[src/rtl/spims_pkg.sv]
// Shared types and constants for the SPI master byte shifter.
// Used by spims_engine and spi_master_byte_shifter_core; no dependencies.
package spims_pkg;

   // Width of the interval tick counter and of the half period register.
   localparam int DividerWidth = 10;
   localparam logic [DividerWidth-1:0] HalfPeriodReset = DividerWidth'(50);

   // Command codes carried in the opcode field.
   localparam logic [2:0] OP_IDLE     = 3'd0;
   localparam logic [2:0] OP_EXCHANGE = 3'd1;
   localparam logic [2:0] OP_READ     = 3'd2;
   localparam logic [2:0] OP_SELECT   = 3'd3;
   localparam logic [2:0] OP_DESELECT = 3'd4;

   // Configuration register indexes.
   localparam int CsrIndexWidth = 2;
   localparam logic [CsrIndexWidth-1:0] CSR_SPI_MODE    = 2'd0;
   localparam logic [CsrIndexWidth-1:0] CSR_HALF_PERIOD = 2'd1;

   // Interval phases within one bit.
   localparam logic [1:0] PHASE_FIRST  = 2'd0;
   localparam logic [1:0] PHASE_SECOND = 2'd1;
   localparam logic [1:0] PHASE_LAST   = 2'd2;

   // Byte sent by a read command.
   localparam logic [7:0] READ_FILL = 8'hFF;

   // One input word, unpacked.
   typedef struct packed {
      logic [2:0] opcode;
      logic [7:0] tx_byte;
      logic       miso;
   } req_item_type;

   // One result word, unpacked.
   typedef struct packed {
      logic       sck;
      logic       mosi;
      logic       cs_n;
      logic [7:0] rx_byte;
      logic       rx_valid;
      logic       busy_res;
      logic       rejected;
   } rsp_item_type;

   // A configuration write as seen by the engine.
   typedef struct packed {
      logic                     write;
      logic [CsrIndexWidth-1:0] index;
      logic [DividerWidth-1:0]  data;
   } csr_write_type;

endpackage

[src/rtl/spims_engine.sv]
// Pin-level SPI engine: holds the transfer state and the configuration
// registers and advances them by one tick per consumed word. Uses spims_pkg.
module spims_engine import spims_pkg::*; (
   input  logic          clock,
   input  logic          reset,
   input  logic          step,
   input  req_item_type  item,
   input  csr_write_type csr,
   output rsp_item_type  result
);

   logic [1:0]              spi_mode_ff, spi_mode_in;
   logic [DividerWidth-1:0] half_period_ff, half_period_in;
   logic [7:0]              tx_shift_ff, tx_shift_in;
   logic [7:0]              rx_shift_ff, rx_shift_in;
   logic [2:0]              bit_index_ff, bit_index_in;
   logic [1:0]              phase_ff, phase_in;
   logic [DividerWidth-1:0] tick_count_ff, tick_count_in;
   logic                    sck_ff, sck_in;
   logic                    mosi_ff, mosi_in;
   logic                    cs_ff, cs_in;
   logic                    busy_ff, busy_in;
   logic                    sel_delay_ff, sel_delay_in;

   logic [DividerWidth-1:0] half_period_eff;
   logic [DividerWidth:0]   tick_next;
   logic [2:0]              phase_step;
   logic [3:0]              bit_step;
   logic                    start_en;
   logic                    cpol;
   logic                    cpha;
   logic                    cmd_valid;
   logic                    rejected;
   logic                    rx_valid;
   logic [7:0]              rx_out;

   assign cpol = spi_mode_ff[1];
   assign cpha = spi_mode_ff[0];
   assign cmd_valid = (item.opcode == OP_EXCHANGE) || (item.opcode == OP_READ) ||
                      (item.opcode == OP_SELECT) || (item.opcode == OP_DESELECT);
   // A zero interval length behaves as one tick.
   assign half_period_eff = (half_period_ff == '0) ? DividerWidth'(1) : half_period_ff;
   assign tick_next = {1'b0, tick_count_ff} + (DividerWidth+1)'(1);

   // Next state for one tick, then the pin actions of a new interval.
   always_comb begin
      spi_mode_in    = spi_mode_ff;
      half_period_in = half_period_ff;
      tx_shift_in    = tx_shift_ff;
      rx_shift_in    = rx_shift_ff;
      bit_index_in   = bit_index_ff;
      phase_in       = phase_ff;
      tick_count_in  = tick_count_ff;
      sck_in         = sck_ff;
      mosi_in        = mosi_ff;
      cs_in          = cs_ff;
      busy_in        = busy_ff;
      sel_delay_in   = sel_delay_ff;
      start_en       = 1'b0;
      rejected       = 1'b0;
      rx_valid       = 1'b0;
      rx_out         = '0;
      phase_step     = '0;
      bit_step       = '0;

      if (step) begin
         if (busy_ff) begin
            rejected = cmd_valid;
            if (tick_next >= {1'b0, half_period_eff}) begin
               tick_count_in = '0;
               if (sel_delay_ff) begin
                  sel_delay_in = 1'b0;
                  busy_in      = 1'b0;
               end else begin
                  phase_step = {1'b0, phase_ff} + 3'd1;
                  bit_step   = {1'b0, bit_index_ff};
                  if (phase_step >= 3'd3) begin
                     phase_step = '0;
                     bit_step   = bit_step + 4'd1;
                  end
                  phase_in = phase_step[1:0];
                  if (bit_step[3]) begin
                     // Last interval of the byte has run out.
                     bit_index_in = '0;
                     busy_in      = 1'b0;
                     rx_valid     = 1'b1;
                     rx_out       = rx_shift_ff;
                  end else begin
                     bit_index_in = bit_step[2:0];
                     start_en     = 1'b1;
                  end
               end
            end else begin
               tick_count_in = tick_next[DividerWidth-1:0];
            end
         end else if ((item.opcode == OP_EXCHANGE) || (item.opcode == OP_READ)) begin
            tx_shift_in   = (item.opcode == OP_EXCHANGE) ? item.tx_byte : READ_FILL;
            rx_shift_in   = '0;
            bit_index_in  = '0;
            phase_in      = PHASE_FIRST;
            tick_count_in = '0;
            busy_in       = 1'b1;
            sel_delay_in  = 1'b0;
            start_en      = 1'b1;
         end else if ((item.opcode == OP_SELECT) || (item.opcode == OP_DESELECT)) begin
            cs_in         = (item.opcode == OP_DESELECT);
            tick_count_in = '0;
            busy_in       = 1'b1;
            sel_delay_in  = 1'b1;
         end
      end

      // Pin actions at the first tick of an interval.
      if (start_en) begin
         case (phase_in)
            PHASE_FIRST: begin
               mosi_in     = tx_shift_in[7];
               tx_shift_in = {tx_shift_in[6:0], 1'b0};
               if (cpha) sck_in = ~cpol;
            end
            PHASE_SECOND: begin
               sck_in = cpha ? cpol : ~cpol;
            end
            default: begin
               rx_shift_in = {rx_shift_in[6:0], item.miso};
               if (!cpha) sck_in = cpol;
            end
         endcase
      end

      // Register writes; a mode write while idle parks SCK at the new level.
      if (csr.write) begin
         if (csr.index == CSR_SPI_MODE) begin
            spi_mode_in = csr.data[1:0];
            if (!busy_ff) sck_in = csr.data[1];
         end else if (csr.index == CSR_HALF_PERIOD) begin
            half_period_in = csr.data;
         end
      end
   end

   // State registers.
   always_ff @(posedge clock) begin
      if (reset) begin
         spi_mode_ff    <= '0;
         half_period_ff <= HalfPeriodReset;
         tx_shift_ff    <= '0;
         rx_shift_ff    <= '0;
         bit_index_ff   <= '0;
         phase_ff       <= PHASE_FIRST;
         tick_count_ff  <= '0;
         sck_ff         <= 1'b0;
         mosi_ff        <= 1'b0;
         cs_ff          <= 1'b1;
         busy_ff        <= 1'b0;
         sel_delay_ff   <= 1'b0;
      end else begin
         spi_mode_ff    <= spi_mode_in;
         half_period_ff <= half_period_in;
         tx_shift_ff    <= tx_shift_in;
         rx_shift_ff    <= rx_shift_in;
         bit_index_ff   <= bit_index_in;
         phase_ff       <= phase_in;
         tick_count_ff  <= tick_count_in;
         sck_ff         <= sck_in;
         mosi_ff        <= mosi_in;
         cs_ff          <= cs_in;
         busy_ff        <= busy_in;
         sel_delay_ff   <= sel_delay_in;
      end
   end

   // Result of the tick being consumed.
   always_comb begin
      result.sck      = sck_in;
      result.mosi     = mosi_in;
      result.cs_n     = cs_in;
      result.rx_byte  = rx_out;
      result.rx_valid = rx_valid;
      result.busy_res = busy_in;
      result.rejected = rejected;
   end

endmodule

[src/rtl/spi_master_byte_shifter_core.sv]
// Top level of the tick-driven SPI master: input register, engine, result
// register and configuration port. Uses spims_pkg and spims_engine.
//
//  channel | direction | handshake            | payload
//  req     | in        | req_tvalid/tready    | req_tdata: opcode, tx_byte, miso
//  rsp     | out       | rsp_tvalid/tready    | rsp_tdata: pins, rx byte, status
//  csr     | in        | csr_valid/csr_ready  | csr_index, csr_data
//
// One word per cycle while the result is not stalled: a word is held in the
// input register, the engine consumes it combinationally and its result is
// registered in the result register, from which it is offered on rsp.
// Reset is synchronous; it restores the mode, the interval length (50) and
// the pin levels. A stalled result holds the pipe; csr_ready is always high.
module spi_master_byte_shifter_core import spims_pkg::*; (
   input  logic                     clock,
   input  logic                     reset,
   input  logic                     req_tvalid,
   output logic                     req_tready,
   input  logic [15:0]              req_tdata,   // opcode[2:0], tx_byte[10:3], miso[11]
   output logic                     rsp_tvalid,
   input  logic                     rsp_tready,
   output logic [15:0]              rsp_tdata,   // sck[0], mosi[1], cs_n[2], rx_byte[10:3],
                                                 // rx_valid[11], busy_res[12], rejected[13]
   input  logic                     csr_valid,
   output logic                     csr_ready,
   input  logic [CsrIndexWidth-1:0] csr_index,
   input  logic [DividerWidth-1:0]  csr_data
);

   logic          in_valid_ff;
   req_item_type  in_item_ff;
   logic          out_valid_ff;
   rsp_item_type  out_item_ff;
   logic          advance;
   rsp_item_type  step_result;
   csr_write_type csr_write;

   // The engine consumes the held word whenever the result register is free.
   assign advance    = in_valid_ff && (!out_valid_ff || rsp_tready);
   assign req_tready = !in_valid_ff || advance;
   assign csr_ready  = 1'b1;

   assign csr_write.write = csr_valid;
   assign csr_write.index = csr_index;
   assign csr_write.data  = csr_data;

   // Input register.
   always_ff @(posedge clock) begin
      if (reset) begin
         in_valid_ff <= 1'b0;
      end else if (req_tready) begin
         in_valid_ff <= req_tvalid;
      end
   end

   always_ff @(posedge clock) begin
      if (req_tready && req_tvalid) begin
         in_item_ff.opcode  <= req_tdata[2:0];
         in_item_ff.tx_byte <= req_tdata[10:3];
         in_item_ff.miso    <= req_tdata[11];
      end
   end

   spims_engine u_engine (
      .clock  (clock),
      .reset  (reset),
      .step   (advance),
      .item   (in_item_ff),
      .csr    (csr_write),
      .result (step_result)
   );

   // Result register.
   always_ff @(posedge clock) begin
      if (reset) begin
         out_valid_ff <= 1'b0;
      end else if (advance) begin
         out_valid_ff <= 1'b1;
      end else if (rsp_tready) begin
         out_valid_ff <= 1'b0;
      end
   end

   always_ff @(posedge clock) begin
      if (advance) begin
         out_item_ff <= step_result;
      end
   end

   assign rsp_tvalid = out_valid_ff;
   assign rsp_tdata  = {2'b00, out_item_ff.rejected, out_item_ff.busy_res,
                        out_item_ff.rx_valid, out_item_ff.rx_byte, out_item_ff.cs_n,
                        out_item_ff.mosi, out_item_ff.sck};

endmodule
[config.mk]
export PLATFORM = sky130hd
export DESIGN_NAME = spi_master_byte_shifter_core
export DESIGN_NICKNAME = d
export VERILOG_FILES = /design/src/rtl/spims_pkg.sv /design/src/rtl/spims_engine.sv /design/src/rtl/spi_master_byte_shifter_core.sv
export SDC_FILE = /design/constraint.sdc
export NUM_CORES = 1
export LEC_CHECK = 0
export ABC_AREA = 0
export BUFFER_PORTS_ARGS = -buffer_cell sky130_fd_sc_hd__buf_2
export CAP_MARGIN = 25
export CORE_MARGIN = 4
export CORE_UTILIZATION = 50
export DETAILED_ROUTE_END_ITERATION = 8
export GPL_ROUTABILITY_DRIVEN = 0
export PLACE_DENSITY = 0.78
export SLEW_MARGIN = 10
export SYNTH_ARGS = -nofsm -noshare
export SYNTH_HDL_FRONTEND = slang
export SYNTH_HIERARCHICAL = 1
export SYNTH_SLANG_ARGS = --single-unit
[constraint.sdc]
create_clock -name clock -period 8.6 [get_ports clock]
set_input_delay 1.72 -clock clock [delete_from_list [all_inputs] [get_ports clock]]
set_output_delay 1.72 -clock clock [all_outputs]
set_load 0.05 [all_outputs]
Word level (Yosys, flattened, before mapping)
Cells that the tools add are included.
W data, S select, Z words.
{"block": "word_totals", "out_inout_bits": 19, "word_cells": 131, "inputBits": 33, "regBits": 76}
{"block": "op_classes", "n_bitwise": 5, "n_addsub": 3, "n_eq_ne": 9, "n_reduce_logical": 24, "n_mux": 64, "order_cmp": 2}
{"op": "$mux W8", "n": 11}
{"op": "$mux W10", "n": 5}
{"op": "$mux W1", "n": 31}
{"op": "$mux W4", "n": 5}
{"op": "$mux W3", "n": 5}
{"op": "$mux W2", "n": 6}
{"op": "$add A10 B1 Y11 const B", "n": 1}
{"op": "$ge A11 B10 Y1", "n": 1}
{"op": "$logic_not A10 Y1", "n": 1}
{"op": "$eq A3 B2 Y1 const B", "n": 2}
{"op": "$logic_or A1 B1 Y1", "n": 6}
{"op": "$reduce_and A3 Y1", "n": 2}
{"op": "$not A1 Y1", "n": 5}
{"op": "$reduce_and A5 Y1", "n": 1}
{"op": "$add A3 B1 Y4 const B", "n": 1}
{"op": "$eq A2 B1 Y1 const B", "n": 2}
{"op": "$logic_not A2 Y1", "n": 2}
{"op": "$ne A2 B2 Y1 const B", "n": 2}
{"op": "$ne A4 B4 Y1 const B", "n": 1}
{"op": "$reduce_and A2 Y1", "n": 2}
{"op": "$reduce_bool A2 Y1", "n": 2}
{"op": "$reduce_or A4 Y1", "n": 1}
{"op": "$add A2 B1 Y3 const B", "n": 1}
{"op": "$eq A3 B1 Y1 const B", "n": 1}
{"op": "8 further kinds", "n": 10}

Depth between registers and ports, before layout
Gate-level depths: netlist of the first run.
{"block": "logic_depth", "ltp_word": 16, "ltp_mapped": 16, "depth_no_buf": 13}

Hierarchy
The synthesis of the first run kept the hierarchy.
{"mod": "spims_engine", "seq_area_each_um2": 960.9, "cells_per_inst": 350, "n_inst": 1, "area_each_um2": 2800.2}
{"mod": "spi_master_byte_shifter_core", "seq_area_each_um2": 820.8, "cells_per_inst": 41, "n_inst": 1, "area_each_um2": 914.6}

Least setup slack after synthesis of the first run
Ideal clock, no wire load.
{"block": "synth_timing", "path_type": "in2reg", "start": "input port rsp_tready", "end": "register out_item_ff (netlist bit rsp_tdata[0]) (data pin)", "setup_ns": 0.251, "required_time_ns": 8.349, "n_path_buf": 2, "slack_ns": 4.643, "arrival_time_ns": 3.706, "cell_stages": 11, "path_cell_list": "nand2b_1 > and2_2 > nand2b_1 > or3_1 > clkbuf_1 > and4_1 > a311oi_1 > mux2i_1 > a31oi_1 > nor2_1 > buf_4"}
{"block": "synth_via", "elab_chain_len": 9, "elab_cells_between_ends": 11, "classes_between": "eq/ne (1); mux (7); reduce/logical (3)"}
{"item": "start: declaration", "line": "spi_master_byte_shifter_core.sv:21", "rtl": "input logic rsp_tready,"}
{"item": "$logic_or A1 B1 Y1 *", "line": "spi_master_byte_shifter_core.sv:39", "rtl": "assign advance = in_valid_ff && (!out_valid_ff || rsp_tready);"}
{"item": "$logic_and A1 B1 Y1 *", "line": "spi_master_byte_shifter_core.sv:39"}
{"item": "via advance", "line": "spi_master_byte_shifter_core.sv:34", "rtl": "logic advance;"}
{"item": "$mux W2", "line": "spims_engine.sv:66", "rtl": "if (step) begin"}
{"item": "$eq A2 B1 Y1 / $logic_not A2 Y1 (equally long branches)", "line": "spims_engine.sv:115", "rtl": "case (phase_in)"}
{"item": "$pmux W1 S2", "line": "spims_engine.sv:115"}
{"item": "$mux W1 *", "line": "spims_engine.sv:114", "rtl": "if (start_en) begin"}
{"item": "$mux W1", "line": "spims_engine.sv:135", "rtl": "if (!busy_ff) sck_in = csr.data[1];"}
{"item": "$mux W1", "line": "spims_engine.sv:133", "rtl": "if (csr.index == CSR_SPI_MODE) begin"}
{"item": "$mux W1 *", "line": "spims_engine.sv:132", "rtl": "if (csr.write) begin"}
{"item": "via u_engine.sck_in", "line": "spims_engine.sv:19", "rtl": "logic sck_ff, sck_in;"}
{"item": "end signal: assignment", "line": "spi_master_byte_shifter_core.sv:86", "rtl": "out_item_ff <= step_result;"}
{"item": "end: declaration", "line": "spi_master_byte_shifter_core.sv:33", "rtl": "rsp_item_type out_item_ff;"}
The timed path passes the listed nets; every way through them passes the cells marked *.
A chain may end at the register's enable or synchronous reset.

==> metrics.cfg, run 1 <==
[global_route]
grt_pass1_vias=2695
grt_pass1_wl_um=12070
overflow=0
grt.total_usage_pct=17.06
grt_max_degree=52
antenna_found_initial=0

[route]
postRouteWirelength_um=7115
viasPerCell=5.335
detail-route-antenna-nets=0
drc=0
vias=2806
drt-initial-drc-count=169
first_pass_iters=4
wl_per_cell_um=13.53

[final_layout]
n_antenna_cell=0
areaGrowthSynthToFinish_pct=10.85
stdcell_count=526
num-nets-final=467
design_area_sq_um=4118
drive_gt1_share_pct=17.80

[floorplan]
die-height_um=94.20
fp-row-count=31
die_area_sq_um=8873
io_pins=52
initial_utilization_pct=51.22
coreArea_sq_um=7253
die_w_um=94.20

[yosys]
synth_area_per_cell_sq_um=9.501
synth_warnings=6
synth_edf_count=26
synthArstFlopShare_pct=0
yosysSeqAreaShare_pct=47.96
ys.flop_type=dfxtp_1
synthesis.area_sq_um=3715
synth_cell_types=52
yosysMostFrequentCell=dfxtp_1
synth_top_area_cell=dfxtp_1
ys_top_cells_by_count=50 x dfxtp_1, 41 x nor2_1, 26 x a21oi_1, 26 x edfxtp_1, 26 x nand2_1
synthTopCellsByArea=dfxtp_1 27%, edfxtp_1 21%, nor2_1 4.1%
syn-instance-count=391
synth-seq-cells=76
synth_top_area_share_pct=26.95

[timing]
rsz0062_at_grt=false
setup_viol=0
drv_slew=0
finalCritPeriodShare_pct=47.95
finalSetupTns_ns=0
relSlewSlack_pct=37.04
hold_viol_final=0
skew_ns=0.007591
tightest_slew_ns=0.9444
clock.fmax_mhz=242.5
fin_crit_ns=4.124

[critical_path]
crit_type=in -> reg
path_cells=buf_2 > nand2b_1 > and2_2 > nand2b_1 > or3_1 > and4_1 > a311oi_1 > mux2i_1 > a31oi_1 > nor2_1
cp.required_ns=8.70
cp_common_cell=nand2b_1
crit_path_top_delay_cell=or3_1
cp-start-kind=primary input
crit_arrival_ns=4.22
end_kind=flip-flop
cp_max_fo=20
critPathMaxStageDelay_ns=0.65

[pwr]
ir_worst_vdd_mv=0.1180
power-per-cell-area_nw_per_um2=174.6
cellLeakagePower_nw=1.672

[placed_design]
place_hpwl_um=5058
dpl_cell_area_sq_um=3923
port-buffer-count=44
place_inst=510

[run]
drv_cap=0

[worst_hold_path]
hold_class=reg -> reg

[run_status]
status=completed

[clock_network]
h-tree-depth=3
cts_setup_buffers=0
cts_sinks=76
cts-buffers-inserted=9
clk_pin_slew_ns=0.08
insertion_delay_ns=0.34
cts-resized-gates=0
clock_path_buffers=2
root_buffer=clkbuf_8
cts_tree=built
ctsHoldBuffers=0

-- layer usage --
metal	vias up	wire [um]	global-route usage (%)
met5	-	0	0
met1	1308	3163	20.55
li1	1428	-	-
met3	5	416	4.728
met4	0	61	4.693
met2	65	3475	29.73
-- worst max-delay path: cells and delay by family --
family,cells,cell delay [ns]
AND/OR/NAND/NOR,6,1.81
AO/OA/AOI/OAI,2,0.49
multiplexers,1,0.11
buffers and inverters,1,0.09
-- state kept, by name (all words and copies together) (netlist names) --
register / count
rsp_tvalid: 1
in_valid_ff: 1
u_engine/mosi_ff: 1
u_engine/tick_count_ff: 10
in_item_ff: 12
u_engine/rx_shift_ff: 8
u_engine/bit_index_ff: 3
u_engine/spi_mode_ff: 2
u_engine/half_period_ff: 10
u_engine/busy_ff: 1
u_engine/tx_shift_ff: 8
u_engine/cs_ff: 1
rsp_tdata: 14
u_engine/phase_ff: 2
u_engine/sel_delay_ff: 1
u_engine/sck_ff: 1
-- through the flow --
step / setup slack, ns / total power, W / hold slack (ns) / util, %
after floorplan: 4.643 / 0.0004493 / 0.4364 / -
after CTS: 4.495 / 0.0007287 / 0.4811 / 56.77
after global placement: 4.225 / 0.0004630 / 0.4520 / 54.08
after global routing: 4.279 / 0.0007540 / 0.4942 / 56.77
after detailed placement: 4.117 / 0.0004654 / 0.4668 / 54.08
final: 4.476 / 0.0007191 / 0.4785 / 56.77
-- report_power, final --
group	total [W]	leakage, nW	switching, W	internal (W)
Combinational	0.0000650	0.922	0.0000432	0.0000218
Clock	0.000262	0.102	0.000131	0.000132
Sequential	0.000392	0.647	0.00000839	0.000384
-- cell type report --
cell class	count	area (sq um)
inverters	15	56.30
repair buffers	45	227.7
clock inverters	4	28.78
clock buffers	12	166.4
well taps	99	123.9
multi-input cells	275	1733
fillers	635	3136
flip-flops and latches	76	1782
-- logic make-up after synthesis --
group           share of synthesized area (%)
compound gates                          12.09
xor+xnor                                2.594
fa+ha+maj                               4.042
buf+inv                                 5.490
flops                                   47.96
mux                                     5.625
other cells                            0.2022
simple gates                            21.99
-- layout by cell type (no fill, tap or decap), types with 13 or more instances in the layout --
cell type	instances
a21oi_1	26
nand2_1	26
nor3_1	25
o21ai_0	15
edfxtp_1	26
mux2i_1	13
buf_2	44
nor2_1	41
and2_1	13
dfxtp_1	50
inv_1	15
-- path summary, 6_finish.rpt --
path	startpoint	endpoint	slack (ns)	cells after the start
worst max-delay path	rsp_tready	rsp_tdata[0]	4.48	10
worst min-delay path	u_engine/half_period_ff[7]	u_engine/half_period_ff[7]	0.48	2
worst max register to register	u_engine/tick_count_ff[0]	u_engine/tx_shift_ff[5]	4.83	13
worst min register to register	u_engine/half_period_ff[7]	u_engine/half_period_ff[7]	0.48	2
(Power assumes the default switching activity.)
==> run 2: changes to the inputs <==
- clock period: 8.6 -> 4.02 ns (I/O delays scaled with it)
==> run 2 against run 1 <==
Compared with the run above:
- setup slack worse by 3.9 ns
- design area is 0.18% higher
- clock power is 100% higher
- cell count is 0.57% higher
==> metrics.cfg, run 2 (synthesized netlist as in run 1, its figures left out) <==
[run_status]
status=completed

[critical_path]
end_kind=flip-flop
reg2reg_depth=14  ; +1
crit_type=reg -> reg
cp.required_ns=4.21  ; -4.49 ns
cp-start-kind=flip-flop
crit_arrival_ns=3.68  ; -0.54 ns
cp_max_fo=10  ; -50%

[timing]
finalCritPeriodShare_pct=86.68
relSlewSlack_pct=36.11  ; -0.93 points
rsz0062_at_grt=false
drv_slew=0  ; unchanged
finalSetupTns_ns=0  ; unchanged
skew_ns=0.007936  ; +0.0003448 ns
tightest_slew_ns=0.9584  ; +0.01400 ns
setup_viol=0  ; unchanged
fin_crit_ns=3.484
hold_viol_final=0  ; unchanged
clock.fmax_mhz=287.0

[floorplan]
die-height_um=94.20  ; unchanged
die_w_um=94.20  ; unchanged
die_area_sq_um=8873  ; unchanged
initial_utilization_pct=51.22  ; unchanged
fp-row-count=31  ; unchanged
coreArea_sq_um=7253  ; unchanged
io_pins=52  ; unchanged

[pwr]
clkPwrFrac_pct=34.9  ; -1.5 points
intPower_w=0.001124  ; +110%
power_frac_comb_pct=9.4  ; +0.4 points
p_sw_w=0.0003817  ; +110%
power_w=0.001506  ; +110%
power-per-cell-area_nw_per_um2=365.1  ; +110%
ir_worst_vdd_mv=0.2818  ; +140%
p_sw_share_pct=25.35  ; about the same
p_seq_share_pct=55.7  ; +1.2 points
cellLeakagePower_nw=1.671  ; about the same

[route]
postRouteWirelength_um=7391  ; +3.9%
vias=2865  ; +2.1%
detail-route-antenna-nets=0  ; unchanged
wl_per_cell_um=13.97  ; +3.3%
first_pass_iters=4  ; unchanged
viasPerCell=5.416  ; +1.5%
drc=0  ; unchanged
drt-initial-drc-count=178  ; +5.3%

[clock_network]
clock_path_buffers=2  ; unchanged
clk_pin_slew_ns=0.08  ; about the same
cts_tree=built
cts-resized-gates=0  ; unchanged
h-tree-depth=3  ; unchanged
insertion_delay_ns=0.34  ; about the same
ctsHoldBuffers=0  ; unchanged
cts_setup_buffers=0  ; unchanged
root_buffer=clkbuf_8
cts-buffers-inserted=9  ; unchanged
cts_sinks=76  ; unchanged

[global_route]
antenna_found_initial=0  ; unchanged
grt_pass1_wl_um=12050  ; -0.17%
grt.total_usage_pct=17.16  ; +0.11 points
grt_max_degree=52  ; unchanged
grt_pass1_vias=2617  ; -2.9%
overflow=0  ; unchanged

[final_layout]
layout_commonest_cell=dfxtp_1
mostFrequentLayoutCells=50 x dfxtp_1, 44 x buf_2, 41 x nor2_1
fillers=646  ; +1.7%
largest_reg_flops=14  ; unchanged
drive_gt1_share_pct=18.37  ; +0.57 points
areaGrowthSynthToFinish_pct=11.05
num-nets-final=470  ; +0.64%
n_antenna_cell=0  ; unchanged

[placed_design]
port-buffer-count=44  ; unchanged
place_hpwl_um=5217  ; +3.1%

[worst_hold_path]
hold_class=reg -> reg
worstHoldPathCells=2  ; unchanged

[run]
drv_cap=0  ; unchanged

[run 2: cell count changes in the layout (fill, tap and decap cells not counted)]
cell and change:
clkinvlp_4 +2, inv_6 -1, clkinv_2 +1, clkinv_4 -1
buf_4 +3, inv_4 -1, clkbuf_8 +1, clkbuf_16 -1
[run 2: metal layers]
metal	up-vias	global-route usage [%]	wire length [um]
met5	-	0	0
met3	10	5.849	307
met2	66	29.37	3645
li1	1429	-	-
met4	0	4.452	96
met1	1360	20.57	3341
[run 2: worst paths after layout]
check | from | endpoint | slack, ns
worst max-delay path | u_engine/tick_count_ff[0] | u_engine/rx_shift_ff[2] | 0.54
worst min-delay path | u_engine/half_period_ff[0] | u_engine/half_period_ff[0] | 0.48
worst max register to register | u_engine/tick_count_ff[0] | u_engine/rx_shift_ff[2] | 0.54
worst min register to register | u_engine/half_period_ff[0] | u_engine/half_period_ff[0] | 0.48
[run 2: layout make-up]
class	count	area (sq um)	share of cell area (%)
clock inverter	4	25.02	0.6066
inverter	15	56.30	1.365
multi-input combinational	275	1733	42.01
timing repair buffer	48	250.2	6.066
tap	99	123.9	3.003
sequential	76	1782	43.19
clock buffer	12	155.1	3.761
[run 2: power groups by stage]
stage	clock, W	combinational [W]	sequential [W]
2_1_floorplan	0	0.0000855	0.000876
3_3_place_gp	0	0.000137	0.000855
6_report	0.000526	0.000142	0.000839
4_1_cts	0.000540	0.000142	0.000839
5_1_grt	0.000576	0.000155	0.000842
3_5_place_dp	0	0.000142	0.000856
[run 2: per-stage QoR]
step                      utilization [%]  setup WS [ns]  instance area (sq um)  hold slack (ns)  std cells
after detailed placement            54.39         0.5871                   3945           0.4587        513
after CTS                           56.87         0.5512                   4125           0.4725        529
after global routing                56.87         0.3441                   4125           0.4846        529
after global placement              54.39         0.6803                   3945           0.4526        513
final                               56.87         0.5355                   4125           0.4771        529
after floorplan                         -         0.9228                   3719           0.4364        392
[run 2: critical path: stages (launching register included)]
cell     delay, ns
dfxtp_1       0.41
ha_1          0.29
nand3_1       0.10
or2_1         0.29
nor2_1        0.16
xor2_1        0.23
ha_1          0.28
a21o_1        0.16
a21oi_1       0.15
o21a_1        0.18
o22a_1        0.18
buf_4         0.20
or2_1         0.39
mux2i_1       0.25
nor3_1        0.06
